$ cat src/hw/rtl/lsae_pkg.sv
// Shared types and constants for the light sensor auto exposure block.
`default_nettype none
package lsae_pkg;

   localparam logic [7:0] TIME_MIN       = 8'd20;
   localparam logic [7:0] TIME_MID       = 8'd100;
   localparam logic [7:0] TIME_MAX       = 8'd200;
   localparam logic [7:0] BRIGHT_MIN     = 8'd20;
   localparam logic [7:0] BRIGHT_DEFAULT = 8'd128;
   localparam logic [7:0] BRIGHT_MAX     = 8'd255;
   localparam logic [7:0] TIME_STEP      = 8'd20;
   localparam logic [7:0] BRIGHT_OFFSET  = 8'h20;
   localparam logic [1:0] GAIN_TOP       = 2'd3;

   localparam int CSR_INDEX_W = 3;
   localparam int CSR_DATA_W  = 16;

   typedef enum logic [CSR_INDEX_W-1:0] {
      CSR_DARK_LIMIT     = 3'd0,
      CSR_INDOOR_LIMIT   = 3'd1,
      CSR_BRIGHT_LIMIT   = 3'd2,
      CSR_SIGNAL_FLOOR   = 3'd3,
      CSR_SIGNAL_CEILING = 3'd4,
      CSR_SETTLE_MS      = 3'd5
   } csr_index_type;

   typedef enum logic [2:0] {
      ACT_HOLD      = 3'd0,
      ACT_NONE      = 3'd1,
      ACT_PRESET    = 3'd2,
      ACT_GAIN_DOWN = 3'd3,
      ACT_TIME_DOWN = 3'd4,
      ACT_TIME_UP   = 3'd5,
      ACT_GAIN_UP   = 3'd6
   } action_type;

   typedef enum logic [1:0] {
      CLASS_DARK        = 2'd0,
      CLASS_INDOOR      = 2'd1,
      CLASS_BRIGHT      = 2'd2,
      CLASS_VERY_BRIGHT = 2'd3
   } light_class_type;

   typedef struct packed {
      logic [15:0] dark_limit;
      logic [15:0] indoor_limit;
      logic [15:0] bright_limit;
      logic [15:0] signal_floor;
      logic [15:0] signal_ceiling;
      logic [15:0] settle_ms;
   } cfg_type;

   typedef struct packed {
      logic [31:0] now_ms;
      logic        sat_flag;
      logic [15:0] x_level;
      logic [15:0] y_level;
      logic [15:0] z_level;
   } req_item_type;

   typedef struct packed {
      logic [7:0] integration_time;
      logic [1:0] gain_code;
      logic [7:0] led_brightness;
      logic [1:0] light_class;
      action_type action;
   } rsp_item_type;

endpackage
`default_nettype wire

$ cat src/hw/rtl/lsae_req_if.sv
// Measurement input channel.
`default_nettype none
interface lsae_req_if;
   logic        valid;
   logic        ready;
   logic [31:0] now_ms;
   logic        sat_flag;
   logic [15:0] x_level;
   logic [15:0] y_level;
   logic [15:0] z_level;

   modport source(output valid, now_ms, sat_flag, x_level, y_level, z_level, input ready);
   modport sink(input valid, now_ms, sat_flag, x_level, y_level, z_level, output ready);
endinterface
`default_nettype wire

$ cat src/hw/rtl/lsae_rsp_if.sv
// Exposure result channel.
`default_nettype none
interface lsae_rsp_if;
   logic       valid;
   logic       ready;
   logic [7:0] integration_time;
   logic [1:0] gain_code;
   logic [7:0] led_brightness;
   logic [1:0] light_class;
   logic [2:0] action;

   modport source(output valid, integration_time, gain_code, led_brightness, light_class,
                  action, input ready);
   modport sink(input valid, integration_time, gain_code, led_brightness, light_class,
                action, output ready);
endinterface
`default_nettype wire

$ cat src/hw/rtl/lsae_csr_if.sv
// Configuration register write channel.
`default_nettype none
interface lsae_csr_if;
   import lsae_pkg::*;
   logic                   valid;
   logic                   ready;
   logic [CSR_INDEX_W-1:0] index;
   logic [CSR_DATA_W-1:0]  data;

   modport source(output valid, index, data, input ready);
   modport sink(input valid, index, data, output ready);
endinterface
`default_nettype wire

$ cat src/hw/rtl/lsae_csr.sv
// Configuration register file for the auto exposure block.
`default_nettype none
module lsae_csr (
   input  wire logic             clock,
   input  wire logic             reset,
   lsae_csr_if.sink              csr_ch,
   output      lsae_pkg::cfg_type cfg
);
   import lsae_pkg::*;

   cfg_type cfg_ff;
   cfg_type cfg_in;

   assign csr_ch.ready = 1'b1;
   assign cfg          = cfg_ff;

   always_comb begin
      cfg_in = cfg_ff;
      if (csr_ch.valid) begin
         case (csr_index_type'(csr_ch.index))
            CSR_DARK_LIMIT:     cfg_in.dark_limit     = csr_ch.data;
            CSR_INDOOR_LIMIT:   cfg_in.indoor_limit   = csr_ch.data;
            CSR_BRIGHT_LIMIT:   cfg_in.bright_limit   = csr_ch.data;
            CSR_SIGNAL_FLOOR:   cfg_in.signal_floor   = csr_ch.data;
            CSR_SIGNAL_CEILING: cfg_in.signal_ceiling = csr_ch.data;
            CSR_SETTLE_MS:      cfg_in.settle_ms      = csr_ch.data;
            default:            cfg_in = cfg_ff;
         endcase
      end
   end

   always_ff @(posedge clock) begin
      if (reset) begin
         cfg_ff.dark_limit     <= 16'd100;
         cfg_ff.indoor_limit   <= 16'd1000;
         cfg_ff.bright_limit   <= 16'd10000;
         cfg_ff.signal_floor   <= 16'd1000;
         cfg_ff.signal_ceiling <= 16'd60000;
         cfg_ff.settle_ms      <= 16'd50;
      end else begin
         cfg_ff <= cfg_in;
      end
   end

endmodule
`default_nettype wire

$ cat src/hw/rtl/lsae_step.sv
// Exposure state registers and the per-measurement decision logic.
`default_nettype none
module lsae_step (
   input  wire logic                  clock,
   input  wire logic                  reset,
   input  wire logic                  enable,
   input  wire lsae_pkg::cfg_type      cfg,
   input  wire lsae_pkg::req_item_type item,
   output      lsae_pkg::rsp_item_type result
);
   import lsae_pkg::*;

   logic [7:0]  time_ff, time_in;
   logic [1:0]  gain_ff, gain_in;
   logic [7:0]  bright_ff, bright_in;
   logic [1:0]  class_ff, class_in;
   logic        preset_valid_ff, preset_valid_in;
   logic [31:0] last_change_ff, last_change_in;

   logic [31:0]     elapsed;
   logic            hold;
   light_class_type cls;
   logic            sat_any;
   logic            low_any;
   logic [8:0]      time_up_sum;
   action_type      act;

   assign elapsed = item.now_ms - last_change_ff;
   assign hold    = elapsed < {15'd0, cfg.settle_ms, 1'b0};
   assign sat_any = item.sat_flag || (item.x_level > cfg.signal_ceiling)
                    || (item.y_level > cfg.signal_ceiling)
                    || (item.z_level > cfg.signal_ceiling);
   assign low_any = (item.x_level <= cfg.signal_floor) || (item.y_level <= cfg.signal_floor)
                    || (item.z_level <= cfg.signal_floor);
   assign time_up_sum = {1'b0, time_ff} + {1'b0, TIME_STEP};

   always_comb begin
      if (item.y_level < cfg.dark_limit) begin
         cls = CLASS_DARK;
      end else if (item.y_level < cfg.indoor_limit) begin
         cls = CLASS_INDOOR;
      end else if (item.y_level < cfg.bright_limit) begin
         cls = CLASS_BRIGHT;
      end else begin
         cls = CLASS_VERY_BRIGHT;
      end
   end

   always_comb begin
      logic done;
      done            = 1'b0;
      act             = ACT_NONE;
      time_in         = time_ff;
      gain_in         = gain_ff;
      bright_in       = bright_ff;
      class_in        = class_ff;
      preset_valid_in = preset_valid_ff;
      last_change_in  = last_change_ff;
      if (hold) begin
         act = ACT_HOLD;
      end else begin
         if ((cls != light_class_type'(class_ff)) || !preset_valid_ff) begin
            case (cls)
               CLASS_DARK: begin
                  time_in = TIME_MAX; gain_in = 2'd3; bright_in = BRIGHT_MAX;
               end
               CLASS_INDOOR: begin
                  time_in = TIME_MID; gain_in = 2'd2; bright_in = BRIGHT_DEFAULT;
               end
               CLASS_BRIGHT: begin
                  time_in = TIME_MIN; gain_in = 2'd1; bright_in = BRIGHT_MIN + BRIGHT_OFFSET;
               end
               default: begin
                  time_in = TIME_MIN; gain_in = 2'd0; bright_in = BRIGHT_MIN;
               end
            endcase
            class_in        = cls;
            preset_valid_in = 1'b1;
            last_change_in  = item.now_ms;
            act             = ACT_PRESET;
            done            = 1'b1;
         end
         if (!done && sat_any) begin
            if (gain_ff != 2'd0) begin
               gain_in = gain_ff - 2'd1;
               act     = ACT_GAIN_DOWN;
               done    = 1'b1;
            end else if (time_ff > TIME_MIN) begin
               if ({1'b0, time_ff} >= ({1'b0, TIME_MIN} + {1'b0, TIME_STEP})) begin
                  time_in = time_ff - TIME_STEP;
               end else begin
                  time_in = TIME_MIN;
               end
               act  = ACT_TIME_DOWN;
               done = 1'b1;
            end
         end
         if (!done && low_any) begin
            if (time_ff < TIME_MAX) begin
               if (time_up_sum > {1'b0, TIME_MAX}) begin
                  time_in = TIME_MAX;
               end else begin
                  time_in = time_up_sum[7:0];
               end
               act = ACT_TIME_UP;
            end else if (gain_ff < GAIN_TOP) begin
               gain_in = gain_ff + 2'd1;
               act     = ACT_GAIN_UP;
            end
         end
      end
   end

   assign result.integration_time = time_in;
   assign result.gain_code        = gain_in;
   assign result.led_brightness   = bright_in;
   assign result.light_class      = class_in;
   assign result.action           = act;

   always_ff @(posedge clock) begin
      if (reset) begin
         time_ff         <= TIME_MID;
         gain_ff         <= 2'd2;
         bright_ff       <= BRIGHT_DEFAULT;
         class_ff        <= CLASS_INDOOR;
         preset_valid_ff <= 1'b0;
         last_change_ff  <= 32'd0;
      end else if (enable) begin
         time_ff         <= time_in;
         gain_ff         <= gain_in;
         bright_ff       <= bright_in;
         class_ff        <= class_in;
         preset_valid_ff <= preset_valid_in;
         last_change_ff  <= last_change_in;
      end
   end

   a_gain_down_steps: assert property (@(posedge clock) disable iff (reset)
      enable && act == ACT_GAIN_DOWN |=> gain_ff == $past(gain_ff) - 2'd1)
      else $error("gain down did not lower gain by one");

   a_hold_keeps_state: assert property (@(posedge clock) disable iff (reset)
      enable && act == ACT_HOLD |=> $stable(time_ff) && $stable(gain_ff)
                                    && $stable(last_change_ff))
      else $error("held-off step changed settings");

   a_preset_marks_time: assert property (@(posedge clock) disable iff (reset)
      enable && act == ACT_PRESET |=> preset_valid_ff && last_change_ff == $past(item.now_ms))
      else $error("preset step did not record change time");

   a_time_in_range: assert property (@(posedge clock) disable iff (reset)
      time_ff >= TIME_MIN && time_ff <= TIME_MAX)
      else $error("integration time out of range");

endmodule
`default_nettype wire

$ cat src/hw/rtl/light_sensor_auto_exposure_top.sv
// Light sensor auto exposure top level: input register, decision step, result register.
// A measurement is captured in the input register and its result in the result register,
// from which it transfers. Throughput: one measurement per cycle while results are taken;
// the state update completes in a single step.
// A stalled result register holds while one more measurement waits in the input register.
// Reset (synchronous): clears both pipeline stages and loads register and state defaults.
// Configuration writes take effect in the cycle after their transfer.
`default_nettype none
module light_sensor_auto_exposure_top (
   input wire logic clock,
   input wire logic reset,
   lsae_req_if.sink   req_ch,
   lsae_rsp_if.source rsp_ch,
   lsae_csr_if.sink   csr_ch
);
   import lsae_pkg::*;

   cfg_type      cfg;
   req_item_type s1_item_ff, s1_item_in;
   logic         s1_valid_ff, s1_valid_in;
   rsp_item_type out_item_ff, out_item_in;
   logic         out_valid_ff, out_valid_in;
   rsp_item_type step_result;
   logic         advance;
   logic         req_take;

   lsae_csr u_csr (
      .clock (clock),
      .reset (reset),
      .csr_ch(csr_ch),
      .cfg   (cfg)
   );

   lsae_step u_step (
      .clock (clock),
      .reset (reset),
      .enable(advance),
      .cfg   (cfg),
      .item  (s1_item_ff),
      .result(step_result)
   );

   assign advance      = s1_valid_ff && (!out_valid_ff || rsp_ch.ready);
   assign req_ch.ready = !s1_valid_ff || advance;
   assign req_take     = req_ch.valid && req_ch.ready;

   always_comb begin
      s1_item_in.now_ms   = req_ch.now_ms;
      s1_item_in.sat_flag = req_ch.sat_flag;
      s1_item_in.x_level  = req_ch.x_level;
      s1_item_in.y_level  = req_ch.y_level;
      s1_item_in.z_level  = req_ch.z_level;
      if (!req_take) begin
         s1_item_in = s1_item_ff;
      end
      s1_valid_in = req_take ? 1'b1 : (advance ? 1'b0 : s1_valid_ff);
      out_item_in  = advance ? step_result : out_item_ff;
      out_valid_in = advance ? 1'b1 : (rsp_ch.ready ? 1'b0 : out_valid_ff);
   end

   always_ff @(posedge clock) begin
      if (reset) begin
         s1_valid_ff  <= 1'b0;
         out_valid_ff <= 1'b0;
      end else begin
         s1_valid_ff  <= s1_valid_in;
         out_valid_ff <= out_valid_in;
      end
   end

   always_ff @(posedge clock) begin
      s1_item_ff  <= s1_item_in;
      out_item_ff <= out_item_in;
   end

   assign rsp_ch.valid            = out_valid_ff;
   assign rsp_ch.integration_time = out_item_ff.integration_time;
   assign rsp_ch.gain_code        = out_item_ff.gain_code;
   assign rsp_ch.led_brightness   = out_item_ff.led_brightness;
   assign rsp_ch.light_class      = out_item_ff.light_class;
   assign rsp_ch.action           = out_item_ff.action;

   a_no_drop: assert property (@(posedge clock) disable iff (reset)
      out_valid_ff && !rsp_ch.ready |=> out_valid_ff && $stable(out_item_ff))
      else $error("stalled result lost");

   a_advance_fills_out: assert property (@(posedge clock) disable iff (reset)
      advance |=> out_valid_ff)
      else $error("advanced item produced no result");

   a_full_stall_blocks_input: assert property (@(posedge clock) disable iff (reset)
      s1_valid_ff && out_valid_ff && !rsp_ch.ready |-> !req_ch.ready)
      else $error("input accepted with both stages full");

endmodule
`default_nettype wire

$ cat src/flat_wrapper.sv
// flat-port wrapper written by rule: the top's interface ports become plain ports
module light_sensor_auto_exposure_top_flat import lsae_pkg::*;
  (clock, reset, req_ch_valid, req_ch_now_ms, req_ch_sat_flag, req_ch_x_level, req_ch_y_level, req_ch_z_level, req_ch_ready, rsp_ch_valid, rsp_ch_integration_time, rsp_ch_gain_code, rsp_ch_led_brightness, rsp_ch_light_class, rsp_ch_action, rsp_ch_ready, csr_ch_valid, csr_ch_index, csr_ch_data, csr_ch_ready);
  lsae_req_if req_ch_i ();
  lsae_rsp_if rsp_ch_i ();
  lsae_csr_if csr_ch_i ();
  input wire logic clock;
  input wire logic reset;
  input wire logic [$bits(req_ch_i.valid)-1:0] req_ch_valid;
  input wire logic [$bits(req_ch_i.now_ms)-1:0] req_ch_now_ms;
  input wire logic [$bits(req_ch_i.sat_flag)-1:0] req_ch_sat_flag;
  input wire logic [$bits(req_ch_i.x_level)-1:0] req_ch_x_level;
  input wire logic [$bits(req_ch_i.y_level)-1:0] req_ch_y_level;
  input wire logic [$bits(req_ch_i.z_level)-1:0] req_ch_z_level;
  output wire logic [$bits(req_ch_i.ready)-1:0] req_ch_ready;
  output wire logic [$bits(rsp_ch_i.valid)-1:0] rsp_ch_valid;
  output wire logic [$bits(rsp_ch_i.integration_time)-1:0] rsp_ch_integration_time;
  output wire logic [$bits(rsp_ch_i.gain_code)-1:0] rsp_ch_gain_code;
  output wire logic [$bits(rsp_ch_i.led_brightness)-1:0] rsp_ch_led_brightness;
  output wire logic [$bits(rsp_ch_i.light_class)-1:0] rsp_ch_light_class;
  output wire logic [$bits(rsp_ch_i.action)-1:0] rsp_ch_action;
  input wire logic [$bits(rsp_ch_i.ready)-1:0] rsp_ch_ready;
  input wire logic [$bits(csr_ch_i.valid)-1:0] csr_ch_valid;
  input wire logic [$bits(csr_ch_i.index)-1:0] csr_ch_index;
  input wire logic [$bits(csr_ch_i.data)-1:0] csr_ch_data;
  output wire logic [$bits(csr_ch_i.ready)-1:0] csr_ch_ready;
  assign req_ch_i.valid = req_ch_valid;
  assign req_ch_i.now_ms = req_ch_now_ms;
  assign req_ch_i.sat_flag = req_ch_sat_flag;
  assign req_ch_i.x_level = req_ch_x_level;
  assign req_ch_i.y_level = req_ch_y_level;
  assign req_ch_i.z_level = req_ch_z_level;
  assign req_ch_ready = req_ch_i.ready;
  assign rsp_ch_valid = rsp_ch_i.valid;
  assign rsp_ch_integration_time = rsp_ch_i.integration_time;
  assign rsp_ch_gain_code = rsp_ch_i.gain_code;
  assign rsp_ch_led_brightness = rsp_ch_i.led_brightness;
  assign rsp_ch_light_class = rsp_ch_i.light_class;
  assign rsp_ch_action = rsp_ch_i.action;
  assign rsp_ch_i.ready = rsp_ch_ready;
  assign csr_ch_i.valid = csr_ch_valid;
  assign csr_ch_i.index = csr_ch_index;
  assign csr_ch_i.data = csr_ch_data;
  assign csr_ch_ready = csr_ch_i.ready;
  light_sensor_auto_exposure_top u_core (.clock(clock), .reset(reset), .req_ch(req_ch_i), .rsp_ch(rsp_ch_i), .csr_ch(csr_ch_i));
endmodule
$ cat config.mk
export PLATFORM = sky130hd
export DESIGN_NAME = light_sensor_auto_exposure_top_flat
export DESIGN_NICKNAME = d
export VERILOG_FILES = /design/src/hw/rtl/lsae_pkg.sv /design/src/hw/rtl/lsae_req_if.sv /design/src/hw/rtl/lsae_rsp_if.sv /design/src/hw/rtl/lsae_csr_if.sv /design/src/hw/rtl/lsae_csr.sv /design/src/hw/rtl/lsae_step.sv /design/src/hw/rtl/light_sensor_auto_exposure_top.sv /design/src/flat_wrapper.sv
export SDC_FILE = /design/constraint.sdc
export NUM_CORES = 1
export LEC_CHECK = 0
export ABC_CLOCK_PERIOD_IN_PS = 7600
export BUFFER_PORTS_ARGS = -buffer_cell sky130_fd_sc_hd__buf_2
export CAP_MARGIN = 20
export CELL_PAD_IN_SITES_DETAIL_PLACEMENT = 0
export CELL_PAD_IN_SITES_GLOBAL_PLACEMENT = 2
export CORE_UTILIZATION = 42
export CTS_CLUSTER_SIZE = 8
export DETAILED_ROUTE_END_ITERATION = 16
export GPL_TIMING_DRIVEN = 0
export PLACE_DENSITY_LB_ADDON = 0.25
export RECOVER_POWER = 25
export SYNTH_ARGS = -nofsm -noshare
export SYNTH_HDL_FRONTEND = slang
export SYNTH_HIERARCHICAL = 1
export SYNTH_SLANG_ARGS = --single-unit
$ cat constraint.sdc
create_clock -name clock -period 7.6 [get_ports clock]
set_input_delay 0 -clock clock [delete_from_list [all_inputs] [get_ports clock]]
set_output_delay 0 -clock clock [all_outputs]
set_load 0.005 [all_outputs]
==> summary.md, run 1 <==
| Metric | Value |
|---|---|
| Status | `finished clean` |
| Worst Skew | `0.0194 ns` |
| Mapped Area | `15,700 sq um` |
| Vias per cell | `5.31` |
| WP data required | `7.88 ns` |
| Max Clk Rate | `165 MHz` |
| Die Span Y | `195 um` |
| Number of placement rows | `70` |
| Clock sinks | `255` |
| Crit. End Element | `flip-flop` |
| Mapped Nets | `1,907` |
| Final setup fails | `0` |
| Setup TNS | `0 ns` |
| H-tree levels | `2` |
| I/O pins | `131` |
| HPWL after detailed placement | `32,800 um` |
| Vias in the first global route | `12,600` |
| Fin crit share | `0.799` |
| Number of remaining DRC errors | `0` |
| Pwr per Cell Area | `199 nW/um^2` |
| Avg Inst Size Synth | `9.73 sq um` |
| Footprint of the multi-input gates | `8600 sq um` |
| Fillers | `3,439` |
| GPL Wtd Cong | `0.881` |
| Post-synth cell types | `86` |
| Number of antenna diodes | `0` |
| Number of synthesized flops with an enable pin | `104` |
| Initial Util | `0.428` |
| Crit path max fanout | `10` |
| Tmin final | `6.07 ns` |
| Post-synth top flop | `dfxtp_1` |
| GRT Total Usage | `0.228` |
| Most frequent CP cell | `nor2_1` |
| CP Launch Type | `flip-flop` |
| Initial drt markers | `499` |
| Post-Route WL | `43,400 um` |
| Share of synthesized registers carrying an async set or reset | `0` |
| Reg clk slew, reported paths | `0.05 ns` |
| Ys Warns | `6` |
| Setup Buffers After CTS | `0` |
| Number of max-cap violations | `0` |
| Seq/Total Area, Yosys | `0.393` |
| Crit-path max cell delay | `0.54 ns` |
| Worst slew pin tran | `0.886 ns` |
| Per-cell routed wire length | `18.3 um` |
| Slew Viols, Final | `0` |
| CP arrival | `6.35 ns` |
| Die Wd | `195 um` |
| Critical path class | `flip-flop to flip-flop` |
| Share of layout cells above drive strength 1 | `0.111` |
| RSZ-0062 raised after global routing | `false` |
| Synthesis-stage register bit count | `255` |
| Headroom to the max-slew limit | `0.408` |
| Leak | `8.46 nW` |
| Clk Latency, worst-skew pair | `0.54 ns` |
| CTS Buf Count | `38` |
| Clock Tree Root | `clkbuf_16` |
| Vias post-DR | `12,600` |
| Area growth syn-to-layout | `21.8%` |
| CTS tree | `yes` |
| First-pass GRT wire length | `67,300 um` |
| Cells after synthesis | `1,609` |
| Final core utilization | `0.521` |
| Max VDD drop | `0.175 mV` |
| Crit path cell chain | `nor2b_1 > fa_1 > nand2b_1 > a21oi_2 > nand2b_1 > a21boi_0 > nor2_1 > nor2_1 > nor2_1 > nor2_1 > xnor2_1 > ha_1 > and3_1 > nand3_1 > o221ai_1 > a2111oi_0 > o2111ai_1 > nand4b_1 > a2111oi_0 > nand4b_1 > buf_2 > nand2_2 > mux2_2` |
| Die ar. | `38,100 sq um` |
| Grt ovf | `0` |
| Nets | `2,181` |
| Pre-Repair DR Iteration Count | `5` |
| Largest net degree at the start of global routing | `82` |
| Core area | `36,600 sq um` |
| Port Buffer Count | `129` |
| Min-delay worst type | `primary input to flip-flop` |
| Routed Antenna Nets | `0` |
| Antenna violations before repair | `0` |
| Clock Path Buffers | `3` |
| Crit-path slowest cell | `a2111oi_0` |
| Storage cell area | `6150 sq um` |
| Hold Fails Final Rpt | `0` |
[final cells by class]
type / count / share of cell area
buffer: 65 / 0.0163
clock buffer: 64 / 0.0594
clock inverter: 1 / 0.000262
inverter: 160 / 0.0315
multi-input combinational: 1129 / 0.451
sequential: 255 / 0.322
tap: 468 / 0.0307
timing repair buffer: 234 / 0.0889
[power by group]
| group | switching [mW] | internal (mW) | total [mW] |
|---|---|---|---|
| Sequential | 0.0478 | 1.50 | 1.55 |
| Combinational | 0.369 | 0.290 | 0.659 |
| Clock | 0.595 | 1.00 | 1.60 |
| Total | 1.01 | 2.79 | 3.80 |
[synth_stat cells, types with 10 or more instances]
| cell | n | share of area |
|---|---|---|
| nand4_1 | 42 | 0.017 |
| a21o_1 | 40 | 0.019 |
| o21ai_0 | 48 | 0.015 |
| mux2i_1 | 134 | 0.086 |
| nand3_1 | 29 | 0.0093 |
| nor2b_1 | 10 | 0.0040 |
| inv_1 | 160 | 0.038 |
| a21oi_1 | 92 | 0.029 |
| clkbuf_1 | 43 | 0.010 |
| xnor2_1 | 16 | 0.0089 |
| edfxtp_1 | 104 | 0.20 |
| ha_1 | 192 | 0.15 |
| nor2_1 | 131 | 0.031 |
| nand2b_1 | 92 | 0.037 |
| nand2_1 | 70 | 0.017 |
| dfxtp_1 | 151 | 0.19 |
| a211oi_1 | 18 | 0.0086 |
| o21a_1 | 13 | 0.0062 |
| buf_2 | 12 | 0.0038 |
| nor3_1 | 15 | 0.0048 |
[cell families after synthesis]
| group | Yosys count | synth area share |
|---|---|---|
| and+or+nand+nor | 456 | 0.154 |
| muxes | 142 | 0.0914 |
| DFF | 255 | 0.393 |
| adders and majority gates | 193 | 0.155 |
| buffers and inverters | 225 | 0.0583 |
| other | 1 | 0.000240 |
| AOI/OAI and AO/OA | 312 | 0.134 |
| xor gates and xnor gates | 25 | 0.0140 |
[worst paths after layout]
kind	from	end	slack, ns	depth (start not counted)
max	u_core/s1_item_ff[49]	u_core/rsp_ch.led_brightness[6]	1.53	23
min	csr_ch_data[12]	u_core/u_csr/cfg[92]	0.04	3
max reg2reg	u_core/s1_item_ff[49]	u_core/rsp_ch.led_brightness[6]	1.53	23
min reg2reg	u_core/u_step/bright_ff[0]	u_core/u_step/bright_ff[0]	0.46	2
[layout by cell type, fill, tap and decap left out, types with 9 or more instances in the layout]
cell type / instances
nand2_1: 70
dlygate4sd3_1: 104
edfxtp_1: 104
o21ai_0: 48
buf_2: 127
nand4_1: 42
nor2_1: 131
nor2b_1: 10
nand2b_1: 92
o21a_1: 13
a211oi_1: 18
a31oi_1: 9
nor3_1: 15
mux2i_1: 134
a21oi_1: 92
nand3_1: 29
inv_1: 160
xnor2_1: 16
dfxtp_1: 151
clkbuf_1: 78
xor2_1: 9
nor4_1: 9
clkbuf_16: 41
a21o_1: 40
ha_1: 192
[flip-flops by register name, summed over array words and instances (netlist names)]
signal and cells:
u_core/u_step/time_ff 8, u_core/u_step/bright_ff 8, u_core/rsp_ch.action 3, u_core/rsp_ch.light_class 2
u_core/rsp_ch.integration_time 8, u_core/rsp_ch.valid 1, u_core/rsp_ch.gain_code 2, u_core/u_csr/cfg 96
u_core/s1_valid_ff 1, u_core/rsp_ch.led_brightness 8, u_core/s1_item_ff 81, u_core/u_step/gain_ff 2
u_core/u_step/class_ff 2, u_core/u_step/last_change_ff 32, u_core/u_step/preset_valid_ff 1
[what timing repair did]
action,4_1_cts,5_1_grt
hold buffers,104,0
gates resized for setup,0,0
hold endpoints to repair,168,0
[routing by layer]
layer | GRT usage | up-vias | wire length [um]
li1 | - | 6340 | -
met5 | 0 | - | 0
met2 | 0.397 | 235 | 21000
met4 | 0.0878 | 0 | 1370
met3 | 0.0266 | 87 | 1370
met1 | 0.287 | 5959 | 19700
[through the flow]
step / total power, mW / hold slack, ns / std cells / setup WS, ns / area, sq um
6_report: 3.80 / 0.0435 / 2376 / 1.53 / 19100
5_1_grt: 3.98 / 0.0266 / 2376 / 1.04 / 19100
4_1_cts: 3.85 / 0.0000627 / 2375 / 1.49 / 19100
3_5_place_dp: 2.19 / 0.178 / 2206 / 1.53 / 16900
3_3_place_gp: 2.18 / 0.176 / 2206 / 1.61 / 16900
2_1_floorplan: 1.99 / 0.0624 / 1609 / 2.91 / 15700
[worst max-delay path, delay by kind of cell, from the launching register on]
kind | cells | cell delay (ns)
muxes | 1 | 0.37
adders and majority gates | 2 | 0.55
buffers and inverters | 1 | 0.25
xor gates and xnor gates | 1 | 0.15
DFF | 1 | 0.38
AOI/OAI and AO/OA | 6 | 1.91
and+or+nand+nor | 12 | 2.17
No activity file was read; power rests on OpenSTA's default activity.
==> run 2: changes to the inputs <==
--- a/config.mk
+++ b/config.mk
@@ -5,12 +5,13 @@
 export SDC_FILE = /design/constraint.sdc
 export NUM_CORES = 1
 export LEC_CHECK = 0
-export ABC_CLOCK_PERIOD_IN_PS = 7600
+export ABC_AREA = 1
+export ABC_CLOCK_PERIOD_IN_PS = 6080
 export BUFFER_PORTS_ARGS = -buffer_cell sky130_fd_sc_hd__buf_2
 export CAP_MARGIN = 20
 export CELL_PAD_IN_SITES_DETAIL_PLACEMENT = 0
 export CELL_PAD_IN_SITES_GLOBAL_PLACEMENT = 2
-export CORE_UTILIZATION = 42
+export CORE_UTILIZATION = 35
 export CTS_CLUSTER_SIZE = 8
 export DETAILED_ROUTE_END_ITERATION = 16
 export GPL_TIMING_DRIVEN = 0
==> constraint.sdc (replaced) <==
create_clock -name clock -period 6.08 [get_ports clock]
set_input_delay 0 -clock clock [delete_from_list [all_inputs] [get_ports clock]]
set_output_delay 0 -clock clock [all_outputs]
set_load 0.005 [all_outputs]
==> run 2 against run 1 <==
Against the previous run: sequential share of layout area decreased by 1.5 points; clock-buffer cell count down 4; worst hold slack improved by 0.0021 ns; global-route usage shrank 0.85 points; register-to-register slack better by 0.24 ns; setup slack improved by 0.24 ns; critical endpoint unchanged; combinational power increased by 64%; largest cell class unchanged; clock skew increased by 0.0025 ns.
==> summary.md, run 2 <==
| Metric | Value |
|---|---|
| Status | `finished clean` |
| Crit. End Element | `flip-flop` |
| Number of synthesized flops with an enable pin | `104` |
| Post_cts resized | `0` |
| Fin cells | `3,150` |
| Headroom to the max-slew limit | `0.484` |
| Hold-fix buffers, CTS | `106` |
| Commonest non-fill, non-tap cell in the layout | `nand2_1` |
| RSZ-0062 raised after global routing | `false` |
| Vias post-DR | `15,100` |
| Largest family of logic cells by synthesized area | `simple AND/OR/NAND/NOR gates` |
| Min-delay worst type | `primary input to flip-flop` |
| CP Launch Type | `flip-flop` |
| Storage cell area | `6150 sq um` |
| CP arrival | `4.61 ns` |
| I/O pins | `131` |
| Int Pwr | `3.50 mW` |
| Synth top cells by count | `nand2_1 (590), inv_1 (326), nor2_1 (316)` |
| Max Clk Rate | `232 MHz` |
| Leak | `9.75 nW` |
| Clock sinks | `255` |
| Top-count cell post-synth | `nand2_1` |
| Combinational share of power | `0.215` |
| Footprint of the multi-input gates | `8760 sq um` |
| Clk pwr share | `0.396` |
| Fin crit share | `0.709` |
| Share of layout cells above drive strength 1 | `0.0953` |
| Worst Skew | `0.0219 ns` |
| CTS tree | `yes` |
| Number of placement rows | `78` |
| Die Span Y | `219 um` |
| WP data required | `6.38 ns` |
| H-tree levels | `2` |
| Port Buffer Count | `129` |
| XOR/XNOR Fraction of Synth Area | `0.00961` |
| Synth area leader | `edfxtp_1` |
| Most frequent cells in the layout | `nand2_1 (590), inv_1 (325), nor2_1 (316)` |
| Place WS | `1.74 ns` |
| Number of remaining DRC errors | `0` |
| First-pass GRT wire length | `80,700 um` |
| Seq/Total Area, Yosys | `0.375` |
| Antenna violations before repair | `0` |
| Simple-Gate Fraction of Synth Area | `0.307` |
| Grt ovf | `0` |
| Clock Path Buffers | `3` |
| CTS Buf Count | `38` |
| Final Power | `5.03 mW` |
| DP Cell Count | `2,980` |
| Ys Warns | `6` |
| Post-synthesis mux area share | `0` |
| Slew Viols, Final | `0` |
| Die Wd | `219 um` |
| Core area | `45,800 sq um` |
| GRT Total Usage | `0.219` |
| Synthesis-stage register bit count | `255` |
| Critical path class | `flip-flop to flip-flop` |
| Final setup fails | `0` |
| Reg clk slew, reported paths | `0.05 ns` |
| Pwr per Cell Area | `252 nW/um^2` |
| Crit path max fanout | `10` |
| Post-synth cell types | `44` |
| Nets | `2,824` |
| Die ar. | `47,800 sq um` |
| Yosys top cell area share | `0.190` |
| Avg Inst Size Synth | `7.30 sq um` |
| Pre-Repair DR Iteration Count | `5` |
| Largest net degree at the start of global routing | `43` |
| Sequential share of power | `0.388` |
| Sw Pwr | `1.53 mW` |
| Switching portion of total power | `0.304` |
| Worst slew pin tran | `0.774 ns` |
| Mapped Nets | `2,547` |
| Number of antenna diodes | `0` |
| HPWL after detailed placement | `39,600 um` |
| Area growth syn-to-layout | `21.9%` |
| Share of synthesized registers carrying an async set or reset | `0` |
| Ranking of synthesized cells by area | `edfxtp_1 (19%), dfxtp_1 (18%), ha_1 (15%)` |
| Synth Area in Compound Gates | `0.0690` |
| Clk Latency, worst-skew pair | `0.56 ns` |
| Setup TNS | `0 ns` |
| Vias in the first global route | `14,900` |
| Mapped Area | `16,400 sq um` |
| Initial Util | `0.358` |
| Routed Antenna Nets | `0` |
| Initial drt markers | `693` |
| Post-Synth Adder-Cell Area | `0.148` |
| Setup Buffers After CTS | `0` |
| Number of max-cap violations | `0` |
| Post-synth top flop | `dfxtp_1` |
| Post-Route WL | `51,200 um` |
| GPL Wtd Cong | `0.886` |
| Vias per cell | `4.81` |
| Max VDD drop | `0.217 mV` |
| Tmin final | `4.31 ns` |
| Fillers | `4,763` |
| Number of flip-flops in the largest register | `96` |
| Clock Tree Root | `clkbuf_16` |
| Final WS setup | `1.77 ns` |
| Cells after synthesis | `2,249` |
| Hold Fails Final Rpt | `0` |
| Per-cell routed wire length | `16.3 um` |
[run 2: worst max-delay path: stages, from the launching register on]
cell and delay [ns]:
edfxtp_1 0.44, nor2_2 0.36, fa_1 0.29, inv_1 0.10, nand2_1 0.09, nand4_2 0.17
nand2_1 0.10, nand2_1 0.12, xor2_1 0.19, ha_1 0.29, inv_1 0.04, o31ai_1 0.24
a21oi_1 0.11, o21bai_1 0.28, nand3_1 0.17, nand4_1 0.17, buf_4 0.23, nand2_2 0.10
buf_4 0.20, o21ai_0 0.35
[run 2: cells by family (layout without fill, tap and decap cells)]
kind of cell | Yosys count | count (layout)
other cells | 1 | 1
simple gates | 1190 | 1190
fa+ha+maj | 193 | 193
flops | 255 | 255
compound gates | 210 | 210
xor+xnor | 18 | 18
buf+inv | 382 | 683
[run 2: worst paths after layout]
check                        start                              end  slack, ns  cells past startpoint
min reg2reg   u_core/u_csr/cfg[40]             u_core/u_csr/cfg[40]       0.46                      2
min                   csr_ch_valid             u_core/u_csr/cfg[36]       0.05                      5
max reg2reg  u_core/s1_item_ff[49]  u_core/rsp_ch.led_brightness[6]       1.77                     19
max          u_core/s1_item_ff[49]  u_core/rsp_ch.led_brightness[6]       1.77                     19
[run 2: stage by stage]
stage	hold slack, ns	area [sq um]	utilization
floorplan	0.0624	16400	-
global placement	0.176	17800	0.389
detailed placement	0.178	17800	0.390
CTS	0.0131	20000	0.437
global route	0.0589	20000	0.437
finish	0.0457	20000	0.437
[run 2: power by group through the flow]
stage | sequential, mW | clock (mW) | combinational, mW
5_1_grt | 1.96 | 2.14 | 1.25
3_3_place_gp | 1.99 | 0 | 1.01
3_5_place_dp | 1.99 | 0 | 1.03
6_report | 1.95 | 1.99 | 1.08
2_1_floorplan | 1.97 | 0 | 0.718
4_1_cts | 1.95 | 2.07 | 1.09
[run 2: routing by layer]
metal / global-route usage / wire, um
met4: 0.0625 / 1310
met3: 0.0333 / 1880
met2: 0.372 / 23800
met1: 0.287 / 24200
met5: 0 / 0
[run 2: layout make-up]
cell class	count	area share
inverter	332	0.0624
clock inverter	4	0.00319
sequential	255	0.307
buffer	50	0.0130
clock buffer	60	0.0522
tap	600	0.0375
timing repair buffer	237	0.0862
multi-input combinational	1612	0.438
==> run 3: changes to the inputs <==
--- a/config.mk
+++ b/config.mk
@@ -5,8 +5,8 @@
 export SDC_FILE = /design/constraint.sdc
 export NUM_CORES = 1
 export LEC_CHECK = 0
-export ABC_AREA = 1
-export ABC_CLOCK_PERIOD_IN_PS = 6080
+export ABC_AREA = 0
+export ABC_CLOCK_PERIOD_IN_PS = 3900
 export BUFFER_PORTS_ARGS = -buffer_cell sky130_fd_sc_hd__buf_2
 export CAP_MARGIN = 20
 export CELL_PAD_IN_SITES_DETAIL_PLACEMENT = 0
==> constraint.sdc (replaced) <==
create_clock -name clock -period 3.9 [get_ports clock]
set_input_delay 0 -clock clock [delete_from_list [all_inputs] [get_ports clock]]
set_output_delay 0 -clock clock [all_outputs]
set_load 0.005 [all_outputs]
==> run 3 against run 2 <==
Against the previous run: the run now ends with DRC, setup timing left; critical path depth is 1 higher; register-to-register slack worse by 2.7 ns; clock-buffer cell count is 1 higher; wire length is 11% lower; design area is 0.18% higher; fmax is 10% lower; worst hold slack worse by 0.018 ns; non-clock buffer count is 34 higher; core utilization is 1.7 points higher; combinational power is 40% higher; clock power is 56% higher; sequential power is 54% higher; largest cell class unchanged; largest power group unchanged.
==> summary.md, run 3 (synthesized netlist as in run 1, its figures left out) <==
| Metric | Value |
|---|---|
| First-pass GRT wire length | `69,500 um` |
| Vias per cell | `5.05` |
| CP arrival | `5.10 ns` |
| Crit path max fanout | `8` |
| Reg clk slew, reported paths | `0.05 ns` |
| CP Launch Type | `flip-flop` |
| Hold Fails Final Rpt | `0` |
| WP data required | `4.19 ns` |
| Number of placement rows | `77` |
| Leak | `8.79 nW` |
| Worst path bufs/invs | `2` |
| Max VDD drop | `0.279 mV` |
| Fin cells | `2,521` |
| Final setup fails | `76` |
| Fin crit share | `1.23` |
| Initial Util | `0.355` |
| CTS tree | `yes` |
| GRT Total Usage | `0.200` |
| Violated checks | `DRC, setup timing` |
| Clk Latency, worst-skew pair | `0.56 ns` |
| CTS Buf Count | `38` |
| Max Clk Rate | `208 MHz` |
| H-tree levels | `2` |
| Nets | `2,203` |
| Crit path cell chain | `ha_4 > and2_4 > nand4_1 > o21a_2 > buf_6 > o311a_4 > xnor2_4 > ha_4 > a21oi_2 > o21ai_1 > nand2_1 > o311ai_4 > a2111oi_4 > o2111ai_2 > nand4b_1 > a2111oi_4 > nand4b_1 > buf_6 > nand2_8 > mux2_4` |
| Core area | `44,100 sq um` |
| RSZ-0062 raised after global routing | `true` |
| Port Buffer Count | `129` |
| Per-cell routed wire length | `18.2 um` |
| DP Cell Count | `2,330` |
| Share of layout cells above drive strength 1 | `0.158` |
| Number of max-cap violations | `0` |
| Final core utilization | `0.454` |
| Area growth syn-to-layout | `27.9%` |
| Headroom to the max-slew limit | `0.439` |
| Min-delay worst type | `primary input to flip-flop` |
| Die Span Y | `214 um` |
| Routed Antenna Nets | `0` |
| Fillers | `4,259` |
| Final WS setup | `-0.904 ns` |
| Slew Viols, Final | `0` |
| Clock sinks | `255` |
| Die ar. | `45,600 sq um` |
| Status | `complete, but fails checks` |
| GPL Wtd Cong | `0.861` |
| Number of flip-flops in the largest register | `96` |
| Clock Path Buffers | `3` |
| Tmin final | `4.80 ns` |
| Antenna violations before repair | `1` |
| Grt ovf | `0` |
| Crit. End Element | `flip-flop` |
| Commonest non-fill, non-tap cell in the layout | `ha_1` |
| HPWL after detailed placement | `34,100 um` |
| Initial drt markers | `670` |
| I/O pins | `131` |
| Critical path class | `flip-flop to flip-flop` |
| Critical path's top delay family | `compound AO/OA/AOI/OAI gates` |
| Pwr per Cell Area | `380 nW/um^2` |
| Final Power | `7.61 mW` |
| Vias post-DR | `12,700` |
| Number of antenna diodes | `0` |
| Largest net degree at the start of global routing | `82` |
| Pre-Repair DR Iteration Count | `11` |
| Crit-path slowest cell | `edfxtp_1` |
| Post-Route WL | `45,800 um` |
| Vias in the first global route | `12,400` |
| Worst Skew | `0.0191 ns` |
| Worst slew pin tran | `0.831 ns` |
| Clock Tree Root | `clkbuf_16` |
| Crit-path max cell delay | `0.46 ns` |
| Number of remaining DRC errors | `2` |
| Most frequent cells in the layout | `ha_1 (185), inv_1 (159), dfxtp_1 (151)` |
| Die Wd | `214 um` |
## run 3: cell types whose count changed in the layout (fill, tap and decap cells not counted), moves of 16 or more
| cell | previous run | this run |
|---|---|---|
| nor2_1 | 316 | 129 |
| nand2b_1 | 0 | 90 |
| a211oi_1 | 0 | 16 |
| a21o_1 | 2 | 40 |
| inv_1 | 325 | 159 |
| nand3_1 | 181 | 27 |
| a21oi_1 | 122 | 82 |
| nand2_1 | 590 | 67 |
| mux2i_1 | 0 | 134 |
## run 3: worst paths after layout
check | slack, ns | cells past startpoint | startpoint | end
worst max register to register | -0.90 | 20 | u_core/s1_item_ff[55] | u_core/rsp_ch.led_brightness[7]
worst min-delay path | 0.03 | 3 | csr_ch_data[12] | u_core/u_csr/cfg[44]
worst min register to register | 0.47 | 2 | u_core/u_step/bright_ff[0] | u_core/u_step/bright_ff[0]
worst max-delay path | -0.90 | 20 | u_core/s1_item_ff[55] | u_core/rsp_ch.led_brightness[7]
## run 3: through the flow
| step | setup TNS, ns | setup slack [ns] | cell area [sq um] | hold WS, ns |
|---|---|---|---|---|
| finish | -59.54 | -0.904 | 20000 | 0.0275 |
| global route | -78.04 | -1.14 | 20000 | 0.0371 |
| CTS | -63.53 | -0.931 | 19600 | 0.00295 |
| detailed placement | -94.00 | -1.34 | 17200 | 0.178 |
| global placement | -92.48 | -1.33 | 17200 | 0.176 |
| floorplan | -11.86 | -0.403 | 15900 | 0.0624 |
## run 3: power breakdown
| group | internal [mW] | switching, mW | leakage (nW) | total, mW |
|---|---|---|---|---|
| Combinational | 0.692 | 0.814 | 6.02 | 1.51 |
| Clock | 1.86 | 1.24 | 0.529 | 3.10 |
| Sequential | 2.92 | 0.0921 | 2.23 | 3.01 |
## run 3: tightest hold or removal path: cells and delay by family
family | cells | cell delay (ns)
mux | 1 | 0.21
buf+inv | 1 | 0.08
simple gates | 1 | 0.24
## run 3: layout make-up
| cell class | count | area, sq um | share of cell area |
|---|---|---|---|
| well taps | 592 | 741 | 0.0370 |
| plain buffers | 63 | 359 | 0.0179 |
| multi-input cells | 1129 | 9090 | 0.454 |
| inverters | 160 | 603 | 0.0301 |
| clock inverters | 3 | 33.8 | 0.00169 |
| clock buffers | 61 | 1070 | 0.0533 |
| repair buffers | 258 | 1990 | 0.0996 |
| flip-flops and latches | 255 | 6150 | 0.307 |
## run 3: what timing repair did
item                                   4_1_cts  5_1_grt
hold buffers                               105        0
setup endpoints to repair                   76       76
gates cloned                                 0        4
pin swaps                                   21       14
setup buffers                               12        8
resized for setup                           29       43
endpoints found under the hold margin      160        0
## run 3: layer usage
layer,vias up,part of all wire,global-route usage
met5,-,0,0
met4,0,0.016,0.0493
met3,51,0.045,0.0325
met2,238,0.44,0.315
met1,6046,0.50,0.285
li1,6402,-,-
